$ cat src/rxaf_pkg.sv
// Shared types and constants for the receive frame address filter.
// No dependencies.
package rxaf_pkg;

    // Parser phases
    typedef enum logic [1:0] {
        PH_IDLE,
        PH_HEADER,
        PH_PAYLOAD,
        PH_DROP
    } rxaf_phase_t;

    // Configuration register indexes
    localparam logic [7:0] CFG_OWN_ADDR   = 8'd0;
    localparam logic [7:0] CFG_BCAST_ADDR = 8'd1;

    // Header bytes per frame: destination, source, id, flags
    localparam logic [7:0] HDR_COUNT = 8'd4;

    // Header byte positions
    localparam logic [1:0] HDR_DEST  = 2'd0;
    localparam logic [1:0] HDR_SRC   = 2'd1;
    localparam logic [1:0] HDR_ID    = 2'd2;
    localparam logic [1:0] HDR_FLAGS = 2'd3;

    // Reset values of the address registers
    localparam logic [7:0] OWN_ADDR_RST   = 8'h00;
    localparam logic [7:0] BCAST_ADDR_RST = 8'hFF;

    // One result beat
    typedef struct packed {
        logic [7:0] payload_byte;
        logic [7:0] source_address;
        logic [7:0] header_id;
        logic [7:0] header_flags;
        logic       last_byte;
    } rxaf_result_t;

endpackage

$ cat src/rxaf_parser.sv
// Frame parser: length check, destination filter, header capture, payload tagging.
// Depends on rxaf_pkg.
module rxaf_parser #(
    parameter int MAX_FRAME_LEN = 64
) (
    input  logic                  clk,
    input  logic                  rst_n,
    input  logic                  beat_en,
    input  logic [7:0]            rx_byte,
    input  logic                  frame_start,
    input  logic [7:0]            own_addr,
    input  logic [7:0]            bcast_addr,
    output logic                  res_valid,
    output rxaf_pkg::rxaf_result_t res
);
    import rxaf_pkg::*;

    localparam logic [7:0] MaxLen = 8'(MAX_FRAME_LEN);

    rxaf_phase_t phase_reg, phase_next;
    logic [7:0]  left_reg, left_next;
    logic [1:0]  hidx_reg, hidx_next;
    logic [7:0]  src_reg, src_next;
    logic [7:0]  id_reg, id_next;
    logic [7:0]  flags_reg, flags_next;
    logic [7:0]  left_dec;

    always_ff @(posedge clk or negedge rst_n)
    begin
        if (!rst_n)
        begin
            phase_reg <= PH_IDLE;
            left_reg  <= 8'd0;
            hidx_reg  <= HDR_DEST;
            src_reg   <= 8'd0;
            id_reg    <= 8'd0;
            flags_reg <= 8'd0;
        end
        else if (beat_en)
        begin
            phase_reg <= phase_next;
            left_reg  <= left_next;
            hidx_reg  <= hidx_next;
            src_reg   <= src_next;
            id_reg    <= id_next;
            flags_reg <= flags_next;
        end
    end

    assign left_dec = left_reg - 8'd1;

    always_comb
    begin
        phase_next = phase_reg;
        left_next  = left_reg;
        hidx_next  = hidx_reg;
        src_next   = src_reg;
        id_next    = id_reg;
        flags_next = flags_reg;
        res_valid  = 1'b0;

        res.payload_byte   = rx_byte;
        res.source_address = src_reg;
        res.header_id      = id_reg;
        res.header_flags   = flags_reg;
        res.last_byte      = (left_dec == 8'd0);

        if (frame_start)
        begin
            // length byte; a start inside a frame abandons it
            hidx_next = HDR_DEST;
            left_next = rx_byte;
            if (rx_byte >= HDR_COUNT && rx_byte <= MaxLen)
                phase_next = PH_HEADER;
            else
                phase_next = PH_DROP;
        end
        else
        begin
            unique case (phase_reg)
                PH_HEADER:
                begin
                    if (hidx_reg == HDR_DEST && rx_byte != own_addr && rx_byte != bcast_addr)
                    begin
                        phase_next = PH_DROP;
                    end
                    else
                    begin
                        unique case (hidx_reg)
                            HDR_DEST:  ;
                            HDR_SRC:   src_next   = rx_byte;
                            HDR_ID:    id_next    = rx_byte;
                            HDR_FLAGS: flags_next = rx_byte;
                        endcase
                        left_next = left_dec;
                        if (hidx_reg == HDR_FLAGS)
                        begin
                            hidx_next  = HDR_DEST;
                            phase_next = (left_dec == 8'd0) ? PH_IDLE : PH_PAYLOAD;
                        end
                        else
                        begin
                            hidx_next = hidx_reg + 2'd1;
                        end
                    end
                end
                PH_PAYLOAD:
                begin
                    res_valid = 1'b1;
                    left_next = left_dec;
                    if (left_dec == 8'd0)
                        phase_next = PH_IDLE;
                end
                PH_IDLE, PH_DROP: ;
            endcase
        end
    end

endmodule

$ cat src/rxaf_out_reg.sv
// Result register between the parser and the output channel.
// Depends on rxaf_pkg.
module rxaf_out_reg (
    input  logic                   clk,
    input  logic                   rst_n,
    input  logic                   load,
    input  rxaf_pkg::rxaf_result_t res,
    input  logic                   out_ready,
    output logic                   out_valid,
    output logic                   can_take,
    output rxaf_pkg::rxaf_result_t out_res
);
    import rxaf_pkg::*;

    logic         valid_reg, valid_next;
    rxaf_result_t data_reg;

    // slot is free when empty or being drained this cycle
    assign can_take   = !valid_reg || out_ready;
    assign valid_next = load ? 1'b1 : (valid_reg && !out_ready);

    always_ff @(posedge clk or negedge rst_n)
    begin
        if (!rst_n)
            valid_reg <= 1'b0;
        else
            valid_reg <= valid_next;
    end

    always_ff @(posedge clk)
    begin
        if (load)
            data_reg <= res;
    end

    assign out_valid = valid_reg;
    assign out_res   = data_reg;

endmodule

$ cat src/radio_rx_frame_address_filter.sv
// Top level of the receive frame deframer with destination address filter.
// Depends on rxaf_pkg, rxaf_parser and rxaf_out_reg.
//
// Usage:
//   Input channel (in_valid/in_ready): one receive FIFO byte per beat, rx_byte,
//   with frame_start high on the length byte that opens a frame.
//   Output channel (out_valid/out_ready): one payload byte per beat of an
//   accepted frame, with the captured source, id and flags headers and
//   last_byte high on the final payload byte.
//   Config channel (cfg_valid/cfg_ready): cfg_index 0 writes own_address,
//   1 writes broadcast_address; other indexes are ignored. Always ready.
// A payload byte shows on the output in the cycle after its input beat.
// Throughput: one byte per cycle while the output is not stalled; the only storage between the two sides is
//   the single result register, so in_ready = !out_valid || out_ready.
// Stall: while the receiver holds out_ready low with a result waiting, the
//   input stalls; bytes that produce no result still wait for the slot.
// Reset: parser goes idle (waits for a frame start), headers clear,
//   own_address = 0, broadcast_address = 255, output register empty.
// Frames with length outside 4..MAX_FRAME_LEN or a foreign destination are
//   dropped until the next frame start; a length-4 frame emits nothing.
module radio_rx_frame_address_filter #(
    parameter int MAX_FRAME_LEN = 64
) (
    input  logic       clk,
    input  logic       rst_n,
    // input byte stream
    input  logic       in_valid,
    output logic       in_ready,
    input  logic [7:0] rx_byte,
    input  logic       frame_start,
    // payload output
    output logic       out_valid,
    input  logic       out_ready,
    output logic [7:0] payload_byte,
    output logic [7:0] source_address,
    output logic [7:0] header_id,
    output logic [7:0] header_flags,
    output logic       last_byte,
    // configuration writes
    input  logic       cfg_valid,
    output logic       cfg_ready,
    input  logic [7:0] cfg_index,
    input  logic [7:0] cfg_data
);
    import rxaf_pkg::*;

    logic [7:0]   own_addr_q;
    logic [7:0]   bcast_addr_q;
    logic         beat_en;
    logic         res_valid;
    logic         can_take;
    rxaf_result_t res;
    rxaf_result_t out_res;

    // address registers; the user writes only while idle (not enforced), so no hazard handling
    assign cfg_ready = 1'b1;

    always_ff @(posedge clk or negedge rst_n)
    begin
        if (!rst_n)
        begin
            own_addr_q   <= OWN_ADDR_RST;
            bcast_addr_q <= BCAST_ADDR_RST;
        end
        else if (cfg_valid)
        begin
            if (cfg_index == CFG_OWN_ADDR)
                own_addr_q <= cfg_data;
            else if (cfg_index == CFG_BCAST_ADDR)
                bcast_addr_q <= cfg_data;
        end
    end

    // a byte is taken whenever the result slot can absorb it
    assign in_ready = can_take;
    assign beat_en  = in_valid && can_take;

    rxaf_parser #(
        .MAX_FRAME_LEN(MAX_FRAME_LEN)
    ) u_parser (
        .clk         (clk),
        .rst_n       (rst_n),
        .beat_en     (beat_en),
        .rx_byte     (rx_byte),
        .frame_start (frame_start),
        .own_addr    (own_addr_q),
        .bcast_addr  (bcast_addr_q),
        .res_valid   (res_valid),
        .res         (res)
    );

    rxaf_out_reg u_out_reg (
        .clk       (clk),
        .rst_n     (rst_n),
        .load      (beat_en && res_valid),
        .res       (res),
        .out_ready (out_ready),
        .out_valid (out_valid),
        .can_take  (can_take),
        .out_res   (out_res)
    );

    assign payload_byte   = out_res.payload_byte;
    assign source_address = out_res.source_address;
    assign header_id      = out_res.header_id;
    assign header_flags   = out_res.header_flags;
    assign last_byte      = out_res.last_byte;

endmodule
$ cat config.mk
export PLATFORM = sky130hd
export DESIGN_NAME = radio_rx_frame_address_filter
export DESIGN_NICKNAME = d
export VERILOG_FILES = /design/src/rxaf_pkg.sv /design/src/rxaf_parser.sv /design/src/rxaf_out_reg.sv /design/src/radio_rx_frame_address_filter.sv
export SDC_FILE = /design/constraint.sdc
export NUM_CORES = 1
export LEC_CHECK = 0
export BUFFER_PORTS_ARGS = -buffer_cell sky130_fd_sc_hd__clkbuf_2
export CAP_MARGIN = 20
export CORE_MARGIN = 8
export CORE_UTILIZATION = 45
export DETAILED_ROUTE_END_ITERATION = 12
export MAX_ROUTING_LAYER = met4
export PLACE_DENSITY = 0.75
export SLEW_MARGIN = 0
export SYNTH_ARGS = -nofsm -noshare
export SYNTH_HDL_FRONTEND = slang
export SYNTH_SLANG_ARGS = --single-unit
$ cat constraint.sdc
create_clock -name clk -period 5.8 [get_ports clk]
set_input_delay 1.16 -clock clk [delete_from_list [all_inputs] [get_ports clk]]
set_output_delay 1.16 -clock clk [all_outputs]
set_load 0.05 [all_outputs]
# Yosys cells after proc, flatten, opt, wreduce, memory -nomap -nowiden
# Cells that the tools add are included.
[word_totals] ram_bits=0 mem_count=0 register_bits=86 romBits=0 out_inout_bits=36 latch_bits=0 inputBits=30
[op_classes] n_addsub=2 mul=0 n_reduce_logical=22 div=0 n_lt_le_gt_ge=2 n_eq_ne=12 shifts=0 n_bitwise=3 mux=17
[ops] cell="$mux 2" n=10
[ops] cell="$logic_not 8->1" n=2
[ops] cell="$mux 8" n=2
[ops] cell="$ne 8x8->1" n=2
[ops] cell="$pmux 8 s2" n=1
[ops] cell="$reduce_and 5->1" n=3
[ops] cell="$reduce_and 3->1" n=3
[ops] cell="$eq 8x1->1 const B" n=1
[ops] cell="$ge 8x3->1 const B" n=1
[ops] cell="$le 8x7->1 const B" n=1
[ops] cell="$sub 8x1->8 const B" n=1
[ops] cell="$eq 2x2->1 const B" n=3
[ops] cell="$logic_and 1x1->1" n=6
[ops] cell="$eq 2x1->1 const B" n=2
[ops] cell="$ne 4x2->1 const B" n=1
[ops] cell="$pmux 2 s2" n=1
[ops] cell="$reduce_and 4->1" n=1
[ops] cell="$mux 1" n=3
[ops] cell="$ne 3x2->1 const B" n=1
[ops] cell="$ne 3x3->1 const B" n=1
[ops] cell="$not 1->1" n=3
[ops] cell="$reduce_bool 3->1" n=1
[ops] cell="$add 2x1->2 const B" n=1
[ops] cell="$logic_not 1->1" n=2
[ops] cell="other kinds (5)" n=5

# Logic depth before layout (Yosys ltp)
# Gate-level depths: netlist (run 1).
[logic_depth] depth_word=7 mapped_depth=8

# By module
# Synthesis (run 1) repeated with hierarchy kept, for this count alone.
[hier_totals] cells_unflattened=283 hier_area_um2=4072.7
[by_module_without_submodules] mod="rxaf_parser" area_per_inst_um2=2314.7 n_inst=1 cells_per_inst=206
[by_module_without_submodules] mod="rxaf_out_reg" area_per_inst_um2=1038.5 n_inst=1 cells_per_inst=36
[by_module_without_submodules] mod="radio_rx_frame_address_filter" area_per_inst_um2=719.4 n_inst=1 cells_per_inst=41

# Worst setup path after synthesis (run 1)
# OpenSTA, ideal clock, no wires.
[synth_timing] path_kind="input to register" from="in out_ready" to="reg u_out_reg.data_reg, in the netlist u_out_reg.out_res[0], enable pin" cell_stages=3 t_required_ps=5336 arrival_ps=4186 path_slack_ps=1150 path_cell_list="nand2b_1 > nand2_1 > nor3_1"
[synth_between] elab_chain_cells=3
[synth_rtl] item="from (decl)" line_no="radio_rx_frame_address_filter.sv:33" text="input logic out_ready,"
[synth_rtl] item="$logic_or 1x1->1" line_no="rxaf_out_reg.sv:19" text="assign can_take = !valid_reg || out_ready;"
[synth_rtl] item="$logic_and 1x1->1" line_no="radio_rx_frame_address_filter.sv:76" text="assign beat_en = in_valid && can_take;"
[synth_rtl] item="$logic_and 1x1->1" line_no="radio_rx_frame_address_filter.sv:95" text=".load (beat_en && res_valid),"
[synth_rtl] item="named net u_out_reg.load" line_no="rxaf_out_reg.sv:6" text="input logic load,"
[synth_rtl] item="to (signal assigned)" line_no="rxaf_out_reg.sv:33" text="data_reg <= res;"
[synth_rtl] item="to (decl)" line_no="rxaf_out_reg.sv:16" text="rxaf_result_t data_reg;"
# The timed path passes the listed nets, and every way through them passes these cells.
# A chain may end at the register's enable or synchronous reset.

# Worst setup path in the final report (run 1)
[layout_timing] from="in rx_byte[4]" to="reg u_parser.id_reg[1]"
[layout_between] elab_chain_cells=5
[layout_rtl] item="from (decl)" line_no="radio_rx_frame_address_filter.sv:29" text="input logic [7:0] rx_byte,"
[layout_rtl] item="$ne 8x8->1" line_no="rxaf_parser.sv:83" text="if (hidx_reg == HDR_DEST && rx_byte != own_addr && rx_byte != bcast_addr)"
[layout_rtl] item="$logic_and 1x1->1" line_no="rxaf_parser.sv:83"
[layout_rtl] item="$logic_and 1x1->1 (*)" line_no="rxaf_parser.sv:83"
[layout_rtl] item="$not 1->1 (no line) (*)"
[layout_rtl] item="$reduce_and 5->1 (no line) (*)"
[layout_rtl] item="to (signal assigned)" line_no="rxaf_parser.sv:45" text="id_reg <= id_next;"
[layout_rtl] item="to (decl)" line_no="rxaf_parser.sv:24" text="logic [7:0] id_reg, id_next;"
# Every way passes the cells marked *; elsewhere a longest branch is shown, timed or not.

==> run_results.csv, run 1 <==
group,metric,value,unit
outcome,status,"completed",
cts,cts_num_sinks,86,
synth,synth_cell_types,48,
synth,netlist.area_leader.share,29.8,%
timing,whs,0.449,ns
cts,cts_root_buffer,"clkbuf_8",
routing,vias,2475,
routing,wl_per_cell,17.5,µm
floorplan,die_area,0.0116,mm²
floorplan,row_count,33,
place,hpwl,5690,µm
cts,postCtsHoldBufs,0,
synth,synth_fp_nets,316,
grt,grt_start_max_net_pins,54,
critical_path,cp_data_required_time,6.04,ns
critical_path,worstRegToRegCells,6,
finish,largest_reg_flops,33,
grt,grt_busiest_layer,"met2",
grt,grtUsageMet1,18.2,%
routing,drc,0,
place,gp_congestion,0.888,
timing,drv_slew,0,
power,cellLeakagePower,1.89,nW
min_path,min_from,"u_parser.id_reg[5]$_DFFE_PN0P_",
cts,clk_latency,0.37,ns
synth,ys_warn_count,0,
timing,post-route-period-util,49.9,%
floorplan,die_height,108,µm
grt,met3_usage,4.55,%
synth,netlist_area,0.00378,mm²
cts,cts-resized-gates,0,
synth,ys_ff_latch,86,
floorplan,initial_core_util,46.2,%
power,powerDensity,367,mW/mm²
finish,fin_nets,377,
finish,drive_gt1_share,30.9,%
timing,fmax,345,MHz
timing,rsz0062_at_grt,"false",
cts,cts_setup_buffers,0,
grt,grt_pass1_vias,2513,
cts,clock_path_buffers,2,
synth,yosys_most_used_dff,"dfrtp_1",
critical_path,path_max_fanout,9,
timing,slew_headroom,39.9,%
synth,synth.area.top_cells,"dfrtp_1, edfxtp_1, mux2_1",
min_path,min_delay_worst_endpoint,"u_out_reg.out_res[14]$_DFFE_PP_",
cts,numCtsBuffers,9,
timing,finalSetupTns,0,ns
timing,hold_viol,0,
power,vdd_drop_max,0.000135,V
synth,ys_async_sr_fraction,61.6,%
synth,synth.most_common_cell,"dfrtp_1",
critical_path,r2r_end,"u_parser.left_reg[4]$_DFFE_PN0P_",
cts,clk_pin_slew,0.09,ns
timing,setup_viol,0,
flow_run,drv_cap,0,
synth,synth-edff-count,33,
critical_path,end_kind,"register",
routing,drt_iter0_drc,237,
cts,cts_tree,"yes",
routing,viasPerCell,5.49,
synth,synth_common_cells,"dfrtp_1, edfxtp_1, mux2_1, nor2_1, xnor2_1",
critical_path,path_class,"primary input to register",
routing,first_pass_iters,5,
floorplan,num_io_pins,66,
timing,clock_skew,0.0165,ns
critical_path,start_kind,"primary input",
finish,antennaDiodeCount,0,
timing,fin_crit,2.90,ns
grt,grtUsageMet2,20.6,%
routing,detail-route-antenna-nets,0,
synth,ys_seq_area_share,61.6,%
synth,synth_area_leader_cell,"dfrtp_1",
grt,grt.total_usage,14.3,%
floorplan,core-area,0.00818,mm²
timing,tightest_slew,0.894,ns
routing,routed_wl,7890,µm
synth,avgSynthCellArea,13.5,µm²
synth,syn-instance-count,280,
min_path,hp-class,"register to register",
critical_path,r2r_slack,3.50,ns
grt,antenna_found_initial,0,
critical_path,r2r_start,"u_parser.phase_reg[1]$_DFFE_PN0P_",
critical_path,cp_data_arrival_time,3.14,ns
cts,htree_num_levels,3,
place,port_buffers,64,
finish,areaGrowthSynthToFinish,15.9,%
grt,grt_pass1_wl,12700,µm
min_path,min_path_cells,0,
floorplan,die_w,108,µm
grt,overflow,0,
## per-layer routing
metal  wire [µm]  vias to the layer above
met1        3480                     1209
met5           0                        -
met4         178                        0
li1            -                     1140
met3         729                       22
met2        3500                      104
## power breakdown
part	total (mW)	internal [mW]	switching [mW]	leakage (nW)
clock network	0.447	0.209	0.237	0.102
registers	0.825	0.733	0.0917	0.978
logic	0.335	0.143	0.192	0.812
total	1.61	1.08	0.521	1.89
## layout by cell type (no fill, tap or decap), drive strengths merged, types with 4 or more instances in the layout
| cell type | instances |
|---|---|
| o22ai | 4 |
| mux2 | 41 |
| nand4 | 8 |
| edfxtp | 33 |
| ha | 6 |
| clkbuf | 73 |
| nand3 | 7 |
| dfrtp | 45 |
| nor2 | 18 |
| dfstp | 8 |
| a221oi | 4 |
| xnor2 | 18 |
| o31ai | 4 |
| nor3 | 8 |
| nand2 | 7 |
| o21ai | 7 |
| nand2b | 4 |
| inv | 17 |
## area by class of cell
cell class | count | area [µm²]
Timing Repair Buffer | 66 | 335
Fill cell | 709 | 3800
Inverter | 13 | 48.8
Multi-Input combinational cell | 165 | 1330
Sequential cell | 86 | 2330
Clock buffer | 9 | 124
Clock inverter | 7 | 87.6
Tap cell | 105 | 131
## worst max path at each step
stage	from	cells past startpoint	to
finish	rx_byte[4]	7	u_parser.id_reg[1]$_DFFE_PN0P_
global route	frame_start	6	u_parser.left_reg[4]$_DFFE_PN0P_
CTS	rx_byte[4]	7	u_parser.id_reg[1]$_DFFE_PN0P_
detailed placement	rx_byte[4]	7	u_parser.id_reg[4]$_DFFE_PN0P_
global placement	rx_byte[0]	7	u_parser.id_reg[6]$_DFFE_PN0P_
floorplan	out_ready	3	u_out_reg.out_res[0]$_DFFE_PP_
## cells by family (layout without fill, tap and decap cells)
family | count (synthesis) | in the layout | synth area share, %
flip-flops | 86 | 86 | 61.6
XOR/XNOR | 18 | 18 | 4.17
other | 1 | 1 | 0.0993
multiplexers | 42 | 42 | 12.5
adder cells (fa/ha/maj) | 6 | 6 | 1.99
buffers and inverters | 29 | 95 | 3.44
AND/OR/NAND/NOR | 64 | 64 | 9.27
AO/OA/AOI/OAI | 34 | 34 | 6.92
## worst max-delay path, cell delays in order
cell and delay [ns]:
clkbuf_2 0.20, xnor2_1 0.20, nand4_1 0.12, o21ai_1 0.25, or2_1 0.35, nand4_1 0.43, mux2_2 0.42
## metrics by stage
step / setup WS, ns / area (µm²) / power [mW] / util, % / std cells
after floorplan: 1.15 / 3780 / 1.07 / - / 280
after global placement: 2.66 / 4170 / 1.15 / 51.0 / 435
final: 2.90 / 4380 / 1.61 / 53.6 / 451
after global routing: 2.72 / 4380 / 1.69 / 53.6 / 451
after CTS: 2.93 / 4380 / 1.61 / 53.6 / 451
after detailed placement: 2.54 / 4170 / 1.17 / 51.0 / 435
Note: power is estimated with default switching activity, not from simulation.
==> inputs of run 2 (changes only) <==
--- a/config.mk
+++ b/config.mk
@@ -5,6 +5,7 @@
 export SDC_FILE = /design/constraint.sdc
 export NUM_CORES = 1
 export LEC_CHECK = 0
+export ABC_AREA = 1
 export BUFFER_PORTS_ARGS = -buffer_cell sky130_fd_sc_hd__clkbuf_2
 export CAP_MARGIN = 20
 export CORE_MARGIN = 8
==> constraint.sdc (replaced) <==
create_clock -name clk -period 3 [get_ports clk]
set_input_delay 0.6 -clock clk [delete_from_list [all_inputs] [get_ports clk]]
set_output_delay 0.6 -clock clk [all_outputs]
set_load 0.05 [all_outputs]
==> run 2 against run 1 <==
Die area grew 2.0%; clock power grew 82%; global-route usage grew 0.15 points; via count grew 14%; power grew 100%; clock-buffer cell count grew 1; critical path type is now register to register; largest cell class unchanged.
==> run_results.csv, run 2 <==
group,metric,value,unit
timing,rsz0062_at_grt,"false",
power,p_sw_share,35.7,%
finish,multi_input_area,0.00131,mm²
timing,setup_viol,0,
timing,hold_viol,0,
critical_path,cp_data_required_time,3.26,ns
finish,final_core_util,52.7,%
synth,syn-instance-count,394,
routing,detail-route-antenna-nets,0,
synth,yosys_most_used_dff,"dfrtp_1",
critical_path,crit_chain,"inv_1 > ha_1 > inv_1 > nor2_1 > nand3_1 > nand2_1 > nand2_1 > nor2_1 > nand3_1 > a21oi_1 > nand2_1 > nand2_1 > nand2_1",
critical_path,max_stage_delay,0.40,ns
floorplan,die_area,0.0118,mm²
place,port_buffers,64,
finish,n_fill_cell,794,
synth,ys_async_sr_fraction,61.6,%
critical_path,cp_data_arrival_time,2.26,ns
critical_path,path_max_fanout,6,
flow_run,drv_cap,0,
synth,synth.most_common_cell,"nand2_1",
critical_path,critPathSlowestCell,"dfrtp_1",
timing,post-route-period-util,66.6,%
synth,avgSynthCellArea,9.81,µm²
finish,final_cell_mix,"nand2_1, clkbuf_2, dfrtp_1",
cts,postCtsHoldBufs,0,
critical_path,start_kind,"register",
critical_path,end_kind,"register",
synth,synth-edff-count,33,
routing,vias,2813,
outcome,status,"completed",
finish,drive_gt1_share,27.0,%
power,cellLeakagePower,2.12,nW
cts,clk_pin_slew,0.09,ns
power,vdd_drop_max,0.000289,V
grt,grt_start_max_net_pins,22,
floorplan,die_w,109,µm
cts,clk_latency,0.36,ns
synth,netlist.area_leader.share,29.1,%
floorplan,die_height,109,µm
synth,synth.area.top_cells,"dfrtp_1, edfxtp_1, nand2_1",
routing,drc,0,
synth,ys_seq_area_share,60.2,%
timing,finalSetupTns,0,ns
critical_path,path_class,"register to register",
finish,largest_reg_flops,33,
power,p_int,2.11,mW
timing,whs,0.177,ns
timing,slew_headroom,59.8,%
synth,synth_fp_nets,430,
synth,netlist_area,0.00387,mm²
routing,viasPerCell,4.87,
finish,fin_nets,501,
floorplan,initial_core_util,45.4,%
place,gp_congestion,0.880,
cts,cts_setup_buffers,0,
floorplan,core-area,0.00851,mm²
grt,grt_pass1_wl,13000,µm
grt,overflow,0,
cts,htree_num_levels,3,
cts,cts_tree,"yes",
timing,tightest_slew,0.600,ns
routing,first_pass_iters,5,
routing,wl_per_cell,13.7,µm
synth,synth_cell_types,32,
power,p_sw,1.17,mW
critical_path,crit_top_cell,"nand2_1",
synth,ys_warn_count,0,
cts,cts_num_sinks,86,
timing,drv_slew,0,
power,total_power,3.28,mW
timing,fmax,501,MHz
power,powerDensity,731,mW/mm²
finish,final_common_cell,"nand2_1",
power,clkPwrFrac,24.8,%
grt,grt.total_usage,14.5,%
timing,clock_skew,0.00815,ns
floorplan,num_io_pins,66,
place,hpwl,5880,µm
cts,cts_root_buffer,"clkbuf_8",
synth,ys_ff_latch,86,
floorplan,row_count,34,
power,p_comb_share,28.4,%
finish,antennaDiodeCount,0,
cts,clock_path_buffers,2,
cts,cts-resized-gates,0,
synth,synth_common_cells,"nand2_1, dfrtp_1, inv_1, edfxtp_1",
routing,routed_wl,7910,µm
synth,synth_area_leader_cell,"dfrtp_1",
finish,areaGrowthSynthToFinish,16.1,%
routing,drt_iter0_drc,135,
min_path,hp-class,"primary input to asynchronous set/reset pin",
cts,numCtsBuffers,9,
grt,antenna_found_initial,0,
timing,fin_crit,2.00,ns
finish,seq_area,0.00233,mm²
grt,grt_pass1_vias,2691,
power,power_frac_seq,46.8,%
-- run 2: metrics by stage --
stage | worst slack [ns] | cell area, µm² | cells
after floorplan | 0.449 | 3870 | 394
after global placement | 0.926 | 4290 | 562
after detailed placement | 0.878 | 4290 | 562
after CTS | 1.01 | 4490 | 578
after global routing | 0.617 | 4490 | 578
final | 1.00 | 4490 | 578
-- run 2: cells by family after synthesis --
| logic type | share of synthesized area (%) |
|---|---|
| simple gates | 20.1 |
| xor+xnor | 2.27 |
| other cells | 0.0970 |
| buf+inv | 5.92 |
| flops | 60.2 |
| mux | 0.291 |
| compound gates | 9.16 |
| fa+ha+maj | 1.94 |
-- run 2: worst max-delay path: cells and delay by family (launching register included) --
kind / cells / cell delay [ns]
fa+ha+maj: 1 / 0.22
compound gates: 1 / 0.18
flops: 1 / 0.40
simple gates: 9 / 0.89
buf+inv: 2 / 0.22
-- run 2: cell type report --
| type | instances | area share [%] |
|---|---|---|
| tap | 108 | 3.01 |
| clock buffer | 10 | 2.84 |
| clock inverter | 6 | 1.56 |
| inverter | 43 | 3.65 |
| sequential | 86 | 51.9 |
| timing repair buffer | 68 | 7.81 |
| multi-input combinational | 257 | 29.3 |
-- run 2: power by group through the flow --
stage,Combinational [mW],Sequential [mW],Clock (mW)
after floorplan,0.617,1.66,0
after global placement,0.909,1.55,0
after detailed placement,0.935,1.56,0
after CTS,0.936,1.53,0.833
after global routing,1.05,1.55,0.882
final,0.933,1.53,0.812
-- run 2: routing by layer --
layer | up-vias | part of all wire, % | routed length, µm | GRT usage (%)
met5 | - | 0 | 0 | -
met4 | 0 | 1.2 | 97 | 4.69
met3 | 11 | 7.6 | 602 | 4.14
met2 | 96 | 45 | 3570 | 22.1
met1 | 1289 | 46 | 3640 | 18.2
li1 | 1417 | - | - | -
-- run 2: path summary, 6_finish.rpt --
path / slack [ns] / to / depth (start not counted) / start
min: 0.18 / u_parser.id_reg[4]$_DFFE_PN0P_ / 1 / rst_n
max in group asynchronous: 2.12 / bcast_addr_q[4]$_DFFE_PN1P_ / 2 / rst_n
max: 1.00 / u_parser.phase_reg[0]$_DFFE_PN0P_ / 13 / u_parser.left_reg[0]$_DFFE_PN0P_
min in group clk: 0.45 / bcast_addr_q[2]$_DFFE_PN1P_ / 3 / cfg_data[2]
min reg2reg: 0.46 / u_out_reg.out_res[18]$_DFFE_PP_ / 0 / u_parser.src_reg[1]$_DFFE_PN0P_
max reg2reg: 1.00 / u_parser.phase_reg[0]$_DFFE_PN0P_ / 13 / u_parser.left_reg[0]$_DFFE_PN0P_
==> inputs of run 3 (changes only) <==
--- a/config.mk
+++ b/config.mk
@@ -12,7 +12,7 @@
 export CORE_UTILIZATION = 45
 export DETAILED_ROUTE_END_ITERATION = 12
 export MAX_ROUTING_LAYER = met4
-export PLACE_DENSITY = 0.75
+export PLACE_DENSITY = 0.78
 export SLEW_MARGIN = 0
 export SYNTH_ARGS = -nofsm -noshare
 export SYNTH_HDL_FRONTEND = slang
==> constraint.sdc (replaced) <==
create_clock -name clk -period 1.66 [get_ports clk]
set_input_delay 0.332 -clock clk [delete_from_list [all_inputs] [get_ports clk]]
set_output_delay 0.332 -clock clk [all_outputs]
set_load 0.05 [all_outputs]
==> run 3 against run 2 <==
The flow now finishes with violations (negative setup slack); via count increased by 9.3%; combinational power increased to 2.9 times the previous value; maximum frequency increased by 15%; clock power increased by 90%; final cell count increased by 5.5%; clock-buffer cell count decreased by 1; critical path type unchanged; sequential power increased by 84%; power increased by 110%; core utilization increased by 8.3 points; die area unchanged; global-route usage increased by 1.2 points; critical path depth decreased by 1.
==> run_results.csv, run 3 (same netlist as run 2, synthesis figures left out) <==
group,metric,value,unit
timing,drv_slew,0,
place,gp_congestion,0.892,
routing,viasPerCell,5.04,
cts,cts_num_sinks,86,
timing,fin_crit,1.74,ns
power,cellLeakagePower,2.34,nW
floorplan,initial_core_util,45.4,%
routing,drc,0,
cts,clk_pin_slew,0.09,ns
critical_path,start_kind,"register",
critical_path,cp_data_required_time,1.92,ns
timing,clock_skew,0.00745,ns
place,post-place-cells,583,
critical_path,r2r_end,"u_parser.phase_reg[1]$_DFFE_PN0P_",
finish,final_cell_mix,"nand2_1, clkbuf_2, dfrtp_1",
outcome,status,"complete, but fails checks",
outcome,failed_checks,"negative setup slack",
min_path,hp-class,"primary input to register",
min_path,min_delay_worst_endpoint,"bcast_addr_q[0]$_DFFE_PN1P_",
finish,fin_cells,610,
timing,setup_viol,4,
routing,first_pass_iters,4,
timing,finalSetupTns,-0.139,ns
critical_path,end_kind,"register",
timing,tightest_slew,0.504,ns
critical_path,critPathSlowestCell,"dfrtp_1",
timing,fmax,575,MHz
timing,rsz0062_at_grt,"true",
routing,routed_wl,9470,µm
cts,clock_path_buffers,2,
grt,grt_pass1_vias,3006,
cts,cts_tree,"yes",
min_path,min_path_cells,3,
critical_path,path_max_fanout,2,
flow_run,drv_cap,0,
critical_path,path_class,"register to register",
routing,detail-route-antenna-nets,0,
finish,largest_reg_flops,33,
cts,cts_root_buffer,"clkbuf_8",
timing,slew_headroom,66.4,%
cts,htree_num_levels,3,
finish,areaGrowthSynthToFinish,34.3,%
critical_path,max_stage_delay,0.40,ns
critical_path,worstRegToRegCells,12,
floorplan,die_height,109,µm
timing,hold_viol,0,
finish,antennaDiodeCount,0,
floorplan,die_area,0.0118,mm²
power,vdd_drop_max,0.000631,V
finish,final_common_cell,"nand2_1",
finish,drive_gt1_share,48.4,%
timing,post-route-period-util,105,%
finish,finalInstanceArea,0.00519,mm²
grt,grt.total_usage,15.7,%
critical_path,crit_chain,"inv_2 > ha_4 > buf_6 > nand2_1 > nand2_1 > nand3_4 > nor2_4 > nand3_2 > a21oi_2 > nand2_1 > nand2_1 > nand2_1",
critical_path,r2r_start,"u_parser.left_reg[0]$_DFFE_PN0P_",
power,powerDensity,1350,mW/mm²
grt,grt_start_max_net_pins,54,
floorplan,num_io_pins,66,
routing,wl_per_cell,15.5,µm
place,port_buffers,64,
critical_path,crit_top_cell,"nand2_1",
grt,antenna_found_initial,0,
grt,overflow,0,
routing,vias,3074,
critical_path,r2r_slack,-0.08,ns
grt,grt_pass1_wl,14100,µm
timing,layout_setup_ws,-0.0793,ns
critical_path,cp_data_arrival_time,2.00,ns
finish,fin_nets,533,
floorplan,row_count,34,
power,total_power,7.03,mW
min_path,min_from,"cfg_data[0]",
cts,clk_latency,0.37,ns
floorplan,die_w,109,µm
place,hpwl,6120,µm
floorplan,core-area,0.00851,mm²
place,dpl_cell_area,0.00452,mm²
cts,numCtsBuffers,9,
routing,drt_iter0_drc,127,
run 3: cell count changes in the layout (fill, tap and decap cells not counted), sizes merged:
cell         previous run  this run
buf                     4        32
clkbuf                 74        73
clkinv                  1         4
clkinvlp                2         0
dlygate4sd3             0         1
nand2                 126       129
run 3: how the worst max path moves through the flow:
| stage | startpoint | end | slack [ns] |
|---|---|---|---|
| 2_1_floorplan | u_out_reg.out_valid$_DFF_PN0_ | u_out_reg.out_res[0]$_DFFE_PP_ | -0.01 |
| 3_3_place_gp | u_parser.left_reg[1]$_DFFE_PN0P_ | u_parser.phase_reg[1]$_DFFE_PN0P_ | 0.004 |
| 3_5_place_dp | u_parser.left_reg[1]$_DFFE_PN0P_ | u_parser.phase_reg[1]$_DFFE_PN0P_ | -0.16 |
| 4_1_cts | u_parser.left_reg[1]$_DFFE_PN0P_ | u_parser.phase_reg[0]$_DFFE_PN0P_ | -0.08 |
| 5_1_grt | u_parser.left_reg[1]$_DFFE_PN0P_ | u_parser.phase_reg[1]$_DFFE_PN0P_ | -0.18 |
| 6_report | u_parser.left_reg[0]$_DFFE_PN0P_ | u_parser.phase_reg[1]$_DFFE_PN0P_ | -0.08 |
run 3: worst max-delay path, delay by kind of cell, from the launching register on:
kind                       cells  cell delay (ns)
adders and majority gates      1             0.15
buffers and inverters          2             0.18
AOI/OAI and AO/OA              1             0.16
and+or+nand+nor                8             0.74
DFF                            1             0.40
run 3: layout make-up:
class / instances / area (µm²)
Fill cell: 679 / 3310
Sequential cell: 86 / 2330
Multi-Input combinational cell: 260 / 1730
Timing Repair Buffer: 97 / 619
Inverter: 43 / 174
Tap cell: 108 / 135
Clock buffer: 9 / 124
Clock inverter: 7 / 81.3
run 3: per-layer routing:
metal  global-route usage, %  wire length, µm
met5                       -                0
met4                    6.16              280
met3                    4.37              579
met2                    24.7             4670
met1                    18.8             3940
run 3: power by group:
group	internal (mW)	total, mW	switching, mW
Combinational	1.02	2.67	1.65
Sequential	2.57	2.81	0.245
Clock	0.719	1.54	0.822
Total	4.31	7.03	2.72
run 3: timing repair:
item | CTS | global route
setup endpoints to repair | 7 | 37
hold endpoints to repair | 45 | 0
gates cloned | 0 | 3
pin swaps | 10 | 28
hold buffers | 1 | 0
gates resized for setup | 12 | 92
setup buffers | 7 | 3
run 3: per-stage QoR:
step                      hold WS [ns]  worst slack (ns)  util [%]
after floorplan                 0.0364           -0.0119         -
after global placement           0.353           0.00374      53.1
after detailed placement         0.354            -0.159      53.1
after CTS                        0.165           -0.0848      56.8
after global routing             0.200            -0.183      61.0
final                            0.173           -0.0793      61.0
